<file path="src/design/ufs_pkg.sv">
// Shared types and constants for the UTF-8 field sanitizer.
// No dependencies; imported by every module of the block.
`default_nettype none
package ufs_pkg;

  localparam int MAX_CAPACITY = 4096;
  localparam int CAP_W        = 13;
  localparam int QDEPTH       = 4;
  localparam int QPTR_W       = $clog2(QDEPTH);

  localparam logic [CAP_W-1:0] CAP_RESET = CAP_W'(64);
  localparam logic [CAP_W-1:0] CAP_MAX   = CAP_W'(MAX_CAPACITY);

  localparam logic [7:0]  CH_SPACE = 8'h20;
  localparam logic [7:0]  CH_QMARK = 8'h3F;
  localparam logic [7:0]  CH_DEL   = 8'h7F;
  localparam logic [7:0]  CH_NUL   = 8'h00;

  localparam logic [20:0] CP_MAX     = 21'h10FFFF;
  localparam logic [20:0] CP_SUR_LO  = 21'h00D800;
  localparam logic [20:0] CP_SUR_HI  = 21'h00DFFF;
  localparam logic [20:0] CP_MIN_2B  = 21'h000080;
  localparam logic [20:0] CP_MIN_3B  = 21'h000800;
  localparam logic [20:0] CP_MIN_4B  = 21'h010000;

  // One transaction's worth of output bytes, up to four.
  typedef struct packed {
    logic [3:0][7:0] data;
    logic [2:0]      count;
    logic            last;
  } ufs_entry_t;

  typedef struct packed {
    logic       push;
    ufs_entry_t entry;
  } ufs_qwr_t;

  typedef struct packed {
    logic       valid;
    ufs_entry_t entry;
  } ufs_qrd_t;

endpackage
`default_nettype wire

</file>
<file path="src/design/ufs_front.sv">
// Front end: accepts input transactions, tracks the open UTF-8 sequence
// and the byte budget, and pushes at most one entry of result bytes. Uses ufs_pkg.
`default_nettype none
module ufs_front
  import ufs_pkg::*;
(
  input  wire logic             clk,
  input  wire logic             rst,
  input  wire logic             in_valid,
  output logic                  in_ready,
  input  wire logic [7:0]       in_byte,
  input  wire logic             end_of_field,
  input  wire logic [CAP_W-1:0] capacity,
  input  wire logic             q_room,
  output ufs_qwr_t              qwr
);

  logic [2:0][7:0]   pend;
  logic [2:0][7:0]   pend_next;
  logic [1:0]        pend_count, pend_count_next;
  logic [1:0]        trail, trail_next;
  logic [20:0]       acc, acc_next;
  logic [CAP_W-1:0]  used, used_next;
  logic              full, full_next;

  logic              accept;
  logic [CAP_W-1:0]  eff_cap;
  logic [CAP_W:0]    avail_s;
  logic [CAP_W-1:0]  rm;
  logic [CAP_W-1:0]  need;
  logic              fits;
  logic              is_ascii, is_ctl, lead2, lead3, lead4, is_cont;
  logic [20:0]       acc_cont;
  logic [20:0]       cp_lo;
  logic              cp_ok;
  ufs_entry_t        ent;

  assign accept   = in_valid & in_ready;
  assign in_ready = q_room;

  always_comb begin
    eff_cap = capacity;
    if (capacity == '0) eff_cap = CAP_W'(1);
    if (capacity > CAP_MAX) eff_cap = CAP_MAX;
  end

  // Bytes still allowed before the closing NUL, clamped at zero.
  assign avail_s = {1'b0, eff_cap} - (CAP_W+1)'(1) - {1'b0, used};
  assign rm      = avail_s[CAP_W] ? '0 : avail_s[CAP_W-1:0];
  assign need    = CAP_W'(pend_count) + CAP_W'(1);
  assign fits    = rm >= need;

  assign is_ascii = ~in_byte[7];
  assign is_ctl   = (in_byte < CH_SPACE) | (in_byte == CH_DEL);
  assign lead2    = in_byte[7:5] == 3'b110;
  assign lead3    = in_byte[7:4] == 4'b1110;
  assign lead4    = in_byte[7:3] == 5'b11110;
  assign is_cont  = in_byte[7:6] == 2'b10;

  assign acc_cont = {acc[14:0], in_byte[5:0]};

  always_comb begin
    case (trail)
      2'd1:    cp_lo = CP_MIN_2B;
      2'd2:    cp_lo = CP_MIN_3B;
      default: cp_lo = CP_MIN_4B;
    endcase
  end

  assign cp_ok = (acc_cont <= CP_MAX) & (acc_cont >= cp_lo)
               & ~((acc_cont >= CP_SUR_LO) & (acc_cont <= CP_SUR_HI));

  always_comb begin
    pend_next       = pend;
    pend_count_next = pend_count;
    trail_next      = trail;
    acc_next        = acc;
    full_next       = full;
    ent.data        = {4{CH_QMARK}};
    ent.count       = 3'd0;
    ent.last        = 1'b0;

    if (end_of_field) begin
      ent.data[0]     = CH_NUL;
      ent.count       = 3'd1;
      ent.last        = 1'b1;
      pend_count_next = '0;
      trail_next      = '0;
      acc_next        = '0;
      full_next       = 1'b0;
    end else if (!full) begin
      if (pend_count == 2'd0 || !is_cont) begin
        // Open sequence (if any) breaks: buffered bytes go out as '?',
        // then this byte is taken as a fresh lead.
        pend_count_next = '0;
        trail_next      = '0;
        acc_next        = '0;
        if (fits) begin
          if (is_ascii) begin
            ent.data[pend_count] = is_ctl ? CH_SPACE : in_byte;
            ent.count            = 3'(pend_count) + 3'd1;
          end else if (lead2 | lead3 | lead4) begin
            ent.count       = 3'(pend_count);
            pend_next[0]    = in_byte;
            pend_count_next = 2'd1;
            if (lead2) begin
              trail_next = 2'd1;
              acc_next   = 21'(in_byte[4:0]);
            end else if (lead3) begin
              trail_next = 2'd2;
              acc_next   = 21'(in_byte[3:0]);
            end else begin
              trail_next = 2'd3;
              acc_next   = 21'(in_byte[2:0]);
            end
          end else begin
            ent.count = 3'(pend_count) + 3'd1;
          end
        end else begin
          ent.count = rm[2:0];
          full_next = 1'b1;
        end
      end else if (pend_count < trail) begin
        pend_next[pend_count] = in_byte;
        pend_count_next       = pend_count + 2'd1;
        acc_next              = acc_cont;
      end else begin
        // Sequence complete.
        pend_count_next = '0;
        trail_next      = '0;
        acc_next        = '0;
        if (cp_ok) begin
          if (fits) begin
            ent.data[0]          = pend[0];
            ent.data[1]          = pend[1];
            ent.data[2]          = pend[2];
            ent.data[pend_count] = in_byte;
            ent.count            = 3'(pend_count) + 3'd1;
          end else begin
            full_next = 1'b1;
          end
        end else if (fits) begin
          ent.count = 3'(pend_count) + 3'd1;
        end else begin
          ent.count = rm[2:0];
          full_next = 1'b1;
        end
      end
    end

    if (end_of_field) used_next = '0;
    else              used_next = used + CAP_W'(ent.count);
  end

  assign qwr.push  = accept & (ent.count != 3'd0);
  assign qwr.entry = ent;

  always_ff @(posedge clk) begin
    if (rst) begin
      pend_count <= '0;
      trail      <= '0;
      acc        <= '0;
      used       <= '0;
      full       <= 1'b0;
    end else if (accept) begin
      pend_count <= pend_count_next;
      trail      <= trail_next;
      acc        <= acc_next;
      used       <= used_next;
      full       <= full_next;
    end
  end

  always_ff @(posedge clk) begin
    if (accept) pend <= pend_next;
  end

endmodule
`default_nettype wire

</file>
<file path="src/design/ufs_queue.sv">
// Short FIFO of result entries between front and back ends.
// Uses ufs_pkg for the entry type and depth.
`default_nettype none
module ufs_queue
  import ufs_pkg::*;
(
  input  wire logic     clk,
  input  wire logic     rst,
  input  wire ufs_qwr_t qwr,
  output logic          room,
  output ufs_qrd_t      qrd,
  input  wire logic     pop
);

  ufs_entry_t        mem [QDEPTH];
  logic [QPTR_W-1:0] wr_ptr, rd_ptr;
  logic [QPTR_W:0]   fill;
  logic              do_push, do_pop;

  assign room      = fill != (QPTR_W+1)'(QDEPTH);
  assign qrd.valid = fill != '0;
  assign qrd.entry = mem[rd_ptr];
  assign do_push   = qwr.push & room;
  assign do_pop    = pop & qrd.valid;

  always_ff @(posedge clk) begin
    if (do_push) mem[wr_ptr] <= qwr.entry;
  end

  always_ff @(posedge clk) begin
    if (rst) begin
      wr_ptr <= '0;
      rd_ptr <= '0;
      fill   <= '0;
    end else begin
      if (do_push) wr_ptr <= wr_ptr + QPTR_W'(1);
      if (do_pop)  rd_ptr <= rd_ptr + QPTR_W'(1);
      case ({do_push, do_pop})
        2'b10:   fill <= fill + (QPTR_W+1)'(1);
        2'b01:   fill <= fill - (QPTR_W+1)'(1);
        default: fill <= fill;
      endcase
    end
  end

endmodule
`default_nettype wire

</file>
<file path="src/design/ufs_back.sv">
// Back end: walks the head entry of the queue one byte per output
// transaction and pops it after its last byte. Uses ufs_pkg.
`default_nettype none
module ufs_back
  import ufs_pkg::*;
(
  input  wire logic     clk,
  input  wire logic     rst,
  input  wire ufs_qrd_t qrd,
  output logic          pop,
  output logic          out_valid,
  input  wire logic     out_ready,
  output logic [7:0]    out_byte,
  output logic          last
);

  logic [1:0] idx, idx_next;
  logic       take, at_end;

  assign out_valid = qrd.valid;
  assign out_byte  = qrd.entry.data[idx];
  assign at_end    = {1'b0, idx} == (qrd.entry.count - 3'd1);
  assign last      = qrd.entry.last & at_end;
  assign take      = out_valid & out_ready;
  assign pop       = take & at_end;

  always_comb begin
    idx_next = idx;
    if (take) idx_next = at_end ? 2'd0 : idx + 2'd1;
  end

  always_ff @(posedge clk) begin
    if (rst) idx <= '0;
    else     idx <= idx_next;
  end

endmodule
`default_nettype wire

</file>
<file path="src/design/utf8_field_sanitizer.sv">
// Top level of the UTF-8 field sanitizer: capacity register, front end,
// result queue and back end. Depends on ufs_pkg, ufs_front, ufs_queue, ufs_back.
// Each result entry is registered in the queue before the back end presents it.
// Throughput: one input transaction per cycle while the 4-entry queue has room;
//   the back end drains one output byte per cycle while out_ready is high.
//   Items with no result push no entry into the queue.
// Reset (rst, synchronous): field state and queue cleared, out_capacity = 64.
`default_nettype none
module utf8_field_sanitizer
  import ufs_pkg::*;
(
  input  wire logic             clk,
  input  wire logic             rst,
  // configuration
  input  wire logic             cfg_wr_en,
  input  wire logic [CAP_W-1:0] cfg_wr_data,
  // input channel
  input  wire logic             in_valid,
  output logic                  in_ready,
  input  wire logic [7:0]       in_byte,
  input  wire logic             end_of_field,
  // output channel
  output logic                  out_valid,
  input  wire logic             out_ready,
  output logic [7:0]            out_byte,
  output logic                  last
);

  // Capacity in bytes including the NUL; zero and oversize values are
  // clamped in the front end at use.
  logic [CAP_W-1:0] out_capacity;

  ufs_qwr_t qwr;
  ufs_qrd_t qrd;
  logic     q_room;
  logic     pop;

  always_ff @(posedge clk) begin
    if (rst)            out_capacity <= CAP_RESET;
    else if (cfg_wr_en) out_capacity <= cfg_wr_data;
  end

  // Front end: one input transaction per cycle while the queue has room, classifies the byte and
  // produces a group of up to four result bytes.
  ufs_front u_front (
    .clk          (clk),
    .rst          (rst),
    .in_valid     (in_valid),
    .in_ready     (in_ready),
    .in_byte      (in_byte),
    .end_of_field (end_of_field),
    .capacity     (out_capacity),
    .q_room       (q_room),
    .qwr          (qwr)
  );

  // Decouples the byte-per-item front from the byte-per-result back.
  ufs_queue u_queue (
    .clk  (clk),
    .rst  (rst),
    .qwr  (qwr),
    .room (q_room),
    .qrd  (qrd),
    .pop  (pop)
  );

  // Back end: serializes each group onto the output channel.
  ufs_back u_back (
    .clk       (clk),
    .rst       (rst),
    .qrd       (qrd),
    .pop       (pop),
    .out_valid (out_valid),
    .out_ready (out_ready),
    .out_byte  (out_byte),
    .last      (last)
  );

endmodule
`default_nettype wire
</file>
<file path="config.mk">
export PLATFORM = sky130hd
export DESIGN_NAME = utf8_field_sanitizer
export DESIGN_NICKNAME = d
export VERILOG_FILES = /design/src/design/ufs_pkg.sv /design/src/design/ufs_front.sv /design/src/design/ufs_queue.sv /design/src/design/ufs_back.sv /design/src/design/utf8_field_sanitizer.sv
export SDC_FILE = /design/constraint.sdc
export NUM_CORES = 1
export LEC_CHECK = 0
export BUFFER_PORTS_ARGS = -buffer_cell sky130_fd_sc_hd__buf_4
export CAP_MARGIN = 10
export CORE_ASPECT_RATIO = 1.1
export CORE_MARGIN = 2
export CORE_UTILIZATION = 45
export DETAILED_ROUTE_END_ITERATION = 10
export MAX_ROUTING_LAYER = met4
export SLEW_MARGIN = 10
export SYNTH_ARGS = -nofsm -noshare
export SYNTH_HDL_FRONTEND = slang
export SYNTH_HIERARCHICAL = 1
export SYNTH_SLANG_ARGS = --single-unit
</file>
<file path="constraint.sdc">
create_clock -name clk -period 6.55 [get_ports clk]
set_input_delay 0.655 -clock clk [delete_from_list [all_inputs] [get_ports clk]]
set_output_delay 0.655 -clock clk [all_outputs]
set_load 0.01 [all_outputs]
</file>
==> results.yml, run 1 <==
grt:
  first_global_vias: 6861
  grt_pass1_wl_mm: 37.4
  antenna_found_initial: 0
  grtUsageTotal: 0.186
  grt-ovfl-total: 0
  grt_max_degree: 43
cts:
  cts_tree: "yes"
  cts_root_buf: "clkbuf_16"
  clockBufferDepth: 3
  post_cts_buffers: 0
  cts_max_level: 1
  cts_made_buffers: 24
  clkLatencyLatePin_ns: 0.51
  cts.sinks: 225
  clk_pin_slew_ns: 0.06
floorplanning:
  coreArea_sq_mm: 0.0244
  die_h_um: 169
  fp.dieW_um: 154
  die-area_sq_mm: 0.0260
  io_pins: 38
  start_util: 0.455
  rows: 60
synthesis:
  synth.most_common_cell: "edfxtp_1"
  syn-instance-count: 859
  syn-cell-area_sq_mm: 0.0111
  avgSynthCellArea_sq_um: 12.9
  synth.distinct_cells: 82
  synth_common_cells: "edfxtp_1, nand2_1, dfxtp_1"
  yosys_warnings: 6
  yosysSeqAreaShare: 0.557
  ys_ff_latch: 225
  yosys_most_used_dff: "edfxtp_1"
  async_flop_share: 0
  synth.area.top_cells: "edfxtp_1, dfxtp_1, mux4_2, ha_1, mux4_1"
  synth_nets: 926
  synth-edff-count: 168
  synth_top_cell_area_share: 0.454
  yosysTopAreaCell: "edfxtp_1"
setup_path:
  endpoint_kind: "flop"
  crit_type: "flop to flop"
  startpoint_type: "flop"
  crit_arrival_ns: 6.48
  critPathRequiredTime_ns: 6.99
  critPathMaxFanout: 7
pwr:
  swShare: 0.239
  p_switching_uw: 787
  p_seq_frac: 0.496
  p_clk_frac: 0.380
  power.internal_mw: 2.50
  p_leak_nw: 4.21
  ir_worst_vdd_mv: 0.233
  combPwrFrac: 0.124
  p_per_area_mw_per_mm2: 268
sta:
  skew_ns: 0.0135
  rsz0062_at_grt: "no"
  finalSetupViolations: 0
  hold_viol: 0
  period_share: 0.922
  relSlewSlack: 0.350
  finalSetupTns_ns: 0
  slew_violations: 0
  fmax_mhz: 166
  worst_pin_slew_ns: 0.968
  period_needed_ns: 6.04
status:
  status: "finished clean"
drt:
  dr.pass1.iters: 5
  wl_mm: 23.2
  post_drt_wl_per_cell_um: 19.1
  ant_nets: 0
  post-route-drc-count: 0
  via_per_inst: 5.70
  drt_iter0_drc: 442
  num_vias: 6908
cells_and_area:
  postLayoutCellArea_sq_mm: 0.0123
  syn_to_final_growth_pct: 10.4
  n_fill_cell: 2118
  final_nets: 953
  drive_gt1_frac: 0.166
  diodes: 0
placed_design:
  gp_congestion: 0.898
  placed_cell_area_sq_mm: 0.0115
  dp_hpwl_mm: 15.5
  port_buffers: 37
job:
  max-cap-violations: 0
min_path:
  hp-class: "input port to flop"
[logic make-up after synthesis]
family / share of synthesized area
simple gates: 0.115
mux: 0.126
xor+xnor: 0.0158
compound gates: 0.0973
fa+ha+maj: 0.0471
buf+inv: 0.0423
flops: 0.557
[worst max-delay path, cell delays in order, from the launching register on]
cell and delay (ns):
dfxtp_1 0.31, nor4_1 0.33, a31oi_1 0.15, nor2_1 0.12, ha_1 0.20, a21oi_1 0.08, o211ai_1 0.35, a221oi_1 0.14
a32o_1 0.29, nand2b_1 0.18, ha_1 0.27, nand2b_1 0.14, a21o_1 0.17, a21oi_1 0.20, o2111ai_1 0.14, nor3_1 0.21
o2111a_1 0.28, mux2_2 0.35, o22a_1 0.27, o31a_1 0.31, a21boi_2 0.20, inv_1 0.09, ha_1 0.18, inv_1 0.06
fa_1 0.37, xor2_1 0.15, or3_1 0.30, a21oi_1 0.14
[cell usage in the layout, fill, tap and decap left out, types with 6 or more instances in the layout]
master,n
edfxtp_1,168
nand2_1,82
dfxtp_1,55
nor2_1,54
a21oi_1,46
buf_4,44
inv_1,44
o21ai_0,38
ha_1,37
mux4_2,30
clkbuf_16,25
mux2_2,19
nor2b_1,18
xnor2_1,15
nor3_1,15
mux2i_1,14
mux4_1,14
nand3_1,13
nand2b_1,12
nand3b_1,8
a2bb2oi_1,7
clkbuf_1,6
or3_1,6
[worst paths after layout]
path,start,end,slack [ns],cells after the start
worst max-delay path,out_capacity[6],u_queue/fill[2],0.51,27
worst min-delay path,cfg_wr_data[6],out_capacity[6],0.38,2
worst max register to register,out_capacity[6],u_queue/fill[2],0.51,27
worst min register to register,u_front/acc[11],u_front/acc[11],0.46,2
[registers in the layout, summed over array words and instances, names as in the netlist, named ones only]
| register | flops |
|---|---|
| u_queue/rd_ptr | 2 |
| u_back/idx | 2 |
| u_front/trail | 2 |
| u_queue/fill | 3 |
| u_front/pend | 24 |
| u_front/used | 13 |
| u_queue/mem | 144 |
| u_front/pend_count | 2 |
| out_capacity | 13 |
| u_queue/wr_ptr | 2 |
| u_front/acc | 15 |
| u_front/full | 1 |
[power by group through the flow]
stage / logic (mW) / clock network [mW] / registers [mW]
2_1_floorplan: 0.300 / 0 / 1.65
3_3_place_gp: 0.405 / 0 / 1.66
3_5_place_dp: 0.409 / 0 / 1.66
4_1_cts: 0.411 / 1.29 / 1.63
5_1_grt: 0.452 / 1.34 / 1.64
6_report: 0.406 / 1.25 / 1.63
[final cells by class]
class,instances,area (sq um),area share
Timing Repair Buffer,44,330,0.0269
Clock inverter,11,77.6,0.00633
Sequential cell,225,6190,0.505
Multi-Input combinational cell,547,4460,0.364
Clock buffer,31,648,0.0529
Tap cell,310,388,0.0316
Inverter,44,165,0.0135
[per-layer routing]
| layer | GRT usage | up-vias | routed length, um |
|---|---|---|---|
| met1 | 0.241 | 3426 | 10200 |
| li1 | - | 3292 | - |
| met2 | 0.316 | 152 | 11400 |
| met5 | - | - | 0 |
| met4 | 0.0467 | 0 | 456 |
| met3 | 0.0236 | 38 | 1100 |
[through the flow]
stage	instances	power [mW]	hold WS, ns	setup slack [ns]	utilization
floorplan	859	1.95	0.431	0.917	-
global placement	1170	2.07	0.440	0.614	0.473
detailed placement	1170	2.07	0.441	0.480	0.473
CTS	1212	3.33	0.355	0.450	0.502
global route	1212	3.43	0.369	0.0981	0.503
finish	1212	3.29	0.375	0.509	0.503
[timing repair]
action	4_1_cts	5_1_grt
hold buffers	0	0
endpoints found under the setup margin	0	73
gates resized for setup	0	3
No activity file was read; power rests on OpenSTA's default activity.
==> run 2, diff against run 1 <==
- CORE_UTILIZATION: 45 -> 52
- PLACE_DENSITY: not set -> 0.69
==> run 2 against run 1 <==
  * Clock skew grew 0.011 ns
  * Critical path depth unchanged
  * Via count shrank 0.67%
  * Global-route usage is 2.3 points higher
  * Fmax fell by 0.71%
  * Combinational power fell by 1%
==> results.yml, run 2 (synthesized netlist as in run 1, its figures left out) <==
sta:
  period_share: 0.929
  worst_pin_slew_ns: 1.03
  finalSetupTns_ns: 0
  relSlewSlack: 0.316
  skew_ns: 0.0246
  finalSetupViolations: 0
  rsz0062_at_grt: "no"
  fmax_mhz: 164
  period_needed_ns: 6.08
  setup_ws_ns: 0.465
  hold_viol: 0
  slew_violations: 0
cells_and_area:
  finish.utilization: 0.575
  syn_to_final_growth_pct: 9.45
  top_regs: "u_queue/mem (144), u_front/pend (24), u_front/acc (15)"
  final_common_cell: "edfxtp_1"
  layout_common_cells: "edfxtp_1, nand2_1, dfxtp_1"
  postLayoutCellArea_sq_mm: 0.0122
  regMostFlops: "u_queue/mem"
  largest_reg_flops: 144
  drive_gt1_frac: 0.165
  diodes: 0
  final_nets: 950
job:
  max-cap-violations: 0
grt:
  antenna_found_initial: 0
  grt_pass1_wl_mm: 36.3
  grt-ovfl-total: 0
  first_global_vias: 6808
  grtUsageTotal: 0.210
  grt_max_degree: 43
cts:
  cts_max_level: 1
  cts.sinks: 225
  cts_root_buf: "clkbuf_16"
  clk_pin_slew_ns: 0.06
  clkLatencyLatePin_ns: 0.51
  holdBufCountCts: 0
  cts_tree: "yes"
  post_cts_buffers: 0
  clockBufferDepth: 3
  cts_resized: 0
  cts_made_buffers: 23
drt:
  dr.pass1.iters: 5
  post-route-drc-count: 0
  post_drt_wl_per_cell_um: 18.9
  num_vias: 6862
  wl_mm: 22.5
  drt_iter0_drc: 492
  via_per_inst: 5.77
  ant_nets: 0
floorplanning:
  rows: 56
  die-area_sq_mm: 0.0226
  coreArea_sq_mm: 0.0212
  fp.dieW_um: 143
  io_pins: 38
  start_util: 0.525
  die_h_um: 157
pwr:
  p_per_area_mw_per_mm2: 263
  p_leak_nw: 4.16
  ir_worst_vdd_mv: 0.178
setup_path:
  crit_type: "flop to flop"
  critPathLaunch: "out_capacity[6]"
  r2r-start: "out_capacity[6]"
  critPathRequiredTime_ns: 6.98
  crit_arrival_ns: 6.51
  regToRegSetupSlack_ns: 0.47
  startpoint_type: "flop"
  rr_endpoint: "u_queue/fill[2]"
  reg2reg_depth: 27
  crit_end: "u_queue/fill[2]"
  critPathMaxFanout: 8
  endpoint_kind: "flop"
placed_design:
  placed_cell_area_sq_mm: 0.0115
  gp_congestion: 0.857
  dp_hpwl_mm: 15.2
  port_buffers: 37
  post-place-ws_ns: 0.319
min_path:
  hp-class: "input port to flop"
status:
  status: "finished clean"
[run 2: area by class of cell]
type	count	area, sq um
well taps	290	363
multi-input cells	547	4460
clock buffers	25	583
repair buffers	42	315
flip-flops and latches	225	6190
fillers	1746	9000
clock inverters	16	82.6
inverters	44	165
[run 2: per-layer routing]
metal,part of all wire,up-vias,GRT usage
li1,-,3289,-
met3,0.041,27,0.0246
met2,0.48,152,0.348
met1,0.46,3394,0.280
met4,0.016,0,0.0481
met5,0,-,-
[run 2: worst min-delay path by stage]
stage,endpoint,slack (ns),cells after the start,start
6_report,out_capacity[3],0.40,3,cfg_wr_data[3]
5_1_grt,out_capacity[6],0.39,2,cfg_wr_data[6]
4_1_cts,out_capacity[6],0.39,2,cfg_wr_data[6]
3_5_place_dp,u_front/acc[11],0.45,2,u_front/acc[11]
3_3_place_gp,u_front/acc[11],0.44,2,u_front/acc[11]
2_1_floorplan,u_front/acc[13],0.43,2,u_front/acc[13]
[run 2: critical path: stages, from the launching register on]
cell	delay (ns)
dfxtp_1	0.32
nor4_1	0.35
a31oi_1	0.12
nor2_1	0.11
ha_1	0.19
a21oi_1	0.08
o211ai_1	0.36
a221oi_1	0.14
a32o_1	0.28
nand2b_1	0.18
ha_1	0.27
nand2b_1	0.13
a21o_1	0.17
a21oi_1	0.20
o2111ai_1	0.15
nor3_1	0.22
o2111a_2	0.33
mux2_2	0.36
o22a_1	0.27
o31a_1	0.32
a21boi_2	0.20
inv_1	0.09
ha_1	0.17
inv_1	0.06
fa_1	0.37
xor2_1	0.16
or3_1	0.30
a21oi_1	0.13
[run 2: power breakdown]
part           internal, mW  leakage, nW  switching, mW
Sequential             1.60         2.01         0.0328
Combinational         0.168         1.83          0.233
Clock                 0.642        0.323          0.520
Total                  2.41         4.16          0.787
[run 2: metrics by stage]
step	std cells	hold slack (ns)	power (mW)
6_report	1189	0.396	3.20
5_1_grt	1189	0.394	3.32
4_1_cts	1189	0.386	3.22
3_5_place_dp	1148	0.449	2.07
3_3_place_gp	1148	0.443	2.06
2_1_floorplan	859	0.431	1.95
==> run 3, diff against run 2 <==
- REMOVE_ABC_BUFFERS: not set -> 1
==> run 3 against run 2 <==
  * Core utilization grew 0.36 points
  * Sequential power is essentially flat
  * Global-route usage grew 0.22 points
  * Non-clock buffer count grew 4
  * Clock power grew 5%
  * Hold slack lost 0.021 ns
  * Largest cell class unchanged
==> results.yml, run 3 (synthesized netlist as in run 1, its figures left out) <==
cells_and_area:
  final_cells: 1192
  layout_common_cells: "edfxtp_1, nand2_1, dfxtp_1"
  drive_gt1_frac: 0.169
  diodes: 0
  finish.utilization: 0.578
  top_regs: "u_queue/mem (144), u_front/pend (24), u_front/acc (15)"
  syn_to_final_growth_pct: 10.1
  largest_reg_flops: 144
  final_nets: 954
  n_fill_cell: 1769
  final_common_cell: "edfxtp_1"
  regMostFlops: "u_queue/mem"
pwr:
  p_per_area_mw_per_mm2: 266
  p_clk_frac: 0.375
  combPwrFrac: 0.124
  p_leak_nw: 4.20
  p_seq_frac: 0.501
  p_switching_uw: 782
  swShare: 0.240
  power.internal_mw: 2.48
  ir_worst_vdd_mv: 0.203
  finalPower_mw: 3.26
drt:
  met3WireLength_um: 919
  ant_nets: 0
  m1WireLength_mm: 9.43
  dr.pass1.iters: 5
  post_drt_wl_per_cell_um: 19.1
  drt_iter0_drc: 479
  wl_met2_mm: 12.0
  num_vias: 6903
  via_per_inst: 5.79
  wl_mm: 22.8
  highest_layer: "met4"
  post-route-drc-count: 0
job:
  max-cap-violations: 0
floorplanning:
  fp.dieW_um: 143
  die-area_sq_mm: 0.0226
  start_util: 0.525
  coreArea_sq_mm: 0.0212
  die_h_um: 157
  rows: 56
  io_pins: 38
setup_path:
  crit_arrival_ns: 6.56
  crit_type: "flop to flop"
  startpoint_type: "flop"
  critPathMaxFanout: 14
  endpoint_kind: "flop"
  critPathRequiredTime_ns: 6.97
sta:
  period_share: 0.937
  finalSetupTns_ns: 0
  fmax_mhz: 163
  setup_ws_ns: 0.414
  finalSetupViolations: 0
  relSlewSlack: 0.295
  hold_viol: 0
  worst_pin_slew_ns: 1.05
  skew_ns: 0.0112
  slew_violations: 0
  rsz0062_at_grt: "no"
  period_needed_ns: 6.14
placed_design:
  gp_congestion: 0.910
  dp_hpwl_mm: 15.2
  port_buffers: 37
  post-place-ws_ns: 0.498
  placedCellCount: 1152
cts:
  holdBufCountCts: 0
  cts_root_buf: "clkbuf_16"
  cts.sinks: 225
  cts_max_level: 1
  post_cts_buffers: 0
  clockBufferDepth: 3
  cts_tree: "yes"
  clkLatencyLatePin_ns: 0.50
  cts_made_buffers: 23
  clk_pin_slew_ns: 0.06
  cts_resized: 0
grt:
  grt_max_degree: 43
  first_global_vias: 6747
  grt_pass1_wl_mm: 36.1
  grtUsageTotal: 0.212
  antenna_found_initial: 0
  grt-ovfl-total: 0
status:
  status: "finished clean"
min_path:
  hp-class: "input port to flop"
[run 3: layout make-up]
cell class	instances	area, sq um	share of cell area
multi-input cells	547	4460	0.365
clock buffers	30	622	0.0508
flip-flops and latches	225	6190	0.506
well taps	290	363	0.0297
inverters	44	165	0.0135
clock inverters	10	80.1	0.00654
repair buffers	46	358	0.0292
[run 3: final timing paths]
kind | startpoint | endpoint | slack (ns) | cells after the start
min | cfg_wr_data[6] | out_capacity[6] | 0.37 | 2
max | out_capacity[12] | u_queue/fill[2] | 0.41 | 25
max reg2reg | out_capacity[12] | u_queue/fill[2] | 0.41 | 25
min reg2reg | u_front/acc[11] | u_front/acc[11] | 0.45 | 2
[run 3: critical path, cell delays in order, from the launching register on]
cell       delay [ns]
dfxtp_1          0.58
nor2b_1          0.13
ha_1             0.44
nand3_1          0.10
o211ai_1         0.36
a221oi_1         0.15
a32o_1           0.28
nand2b_1         0.17
ha_1             0.26
nand2b_1         0.14
a21o_1           0.17
a21oi_1          0.19
o2111ai_1        0.14
nor3_1           0.22
o2111a_1         0.28
mux2_2           0.35
o22a_1           0.25
o31a_1           0.33
a21boi_2         0.20
inv_1            0.08
ha_1             0.19
inv_1            0.07
fa_1             0.38
xor2_1           0.16
or3_1            0.30
a21oi_1          0.14
[run 3: through the flow]
step                instance area [sq um]  hold WS (ns)
finish                              12200         0.375
global route                        12200         0.360
CTS                                 12200         0.358
detailed placement                  11500         0.447
global placement                    11500         0.441
floorplan                           10800         0.431
[run 3: routing by layer]
layer,vias up,GRT usage
li1,3303,-
met1,3398,0.263
met2,171,0.372
met3,31,0.0243
met4,0,0.0514
met5,-,-
[run 3: power groups by stage]
stage               clock, mW  combinational, mW  sequential [mW]
floorplan                   0              0.270             1.65
global placement            0              0.402             1.66
detailed placement          0              0.407             1.66
CTS                      1.24              0.408             1.63
global route             1.30              0.450             1.64
finish                   1.22              0.405             1.63
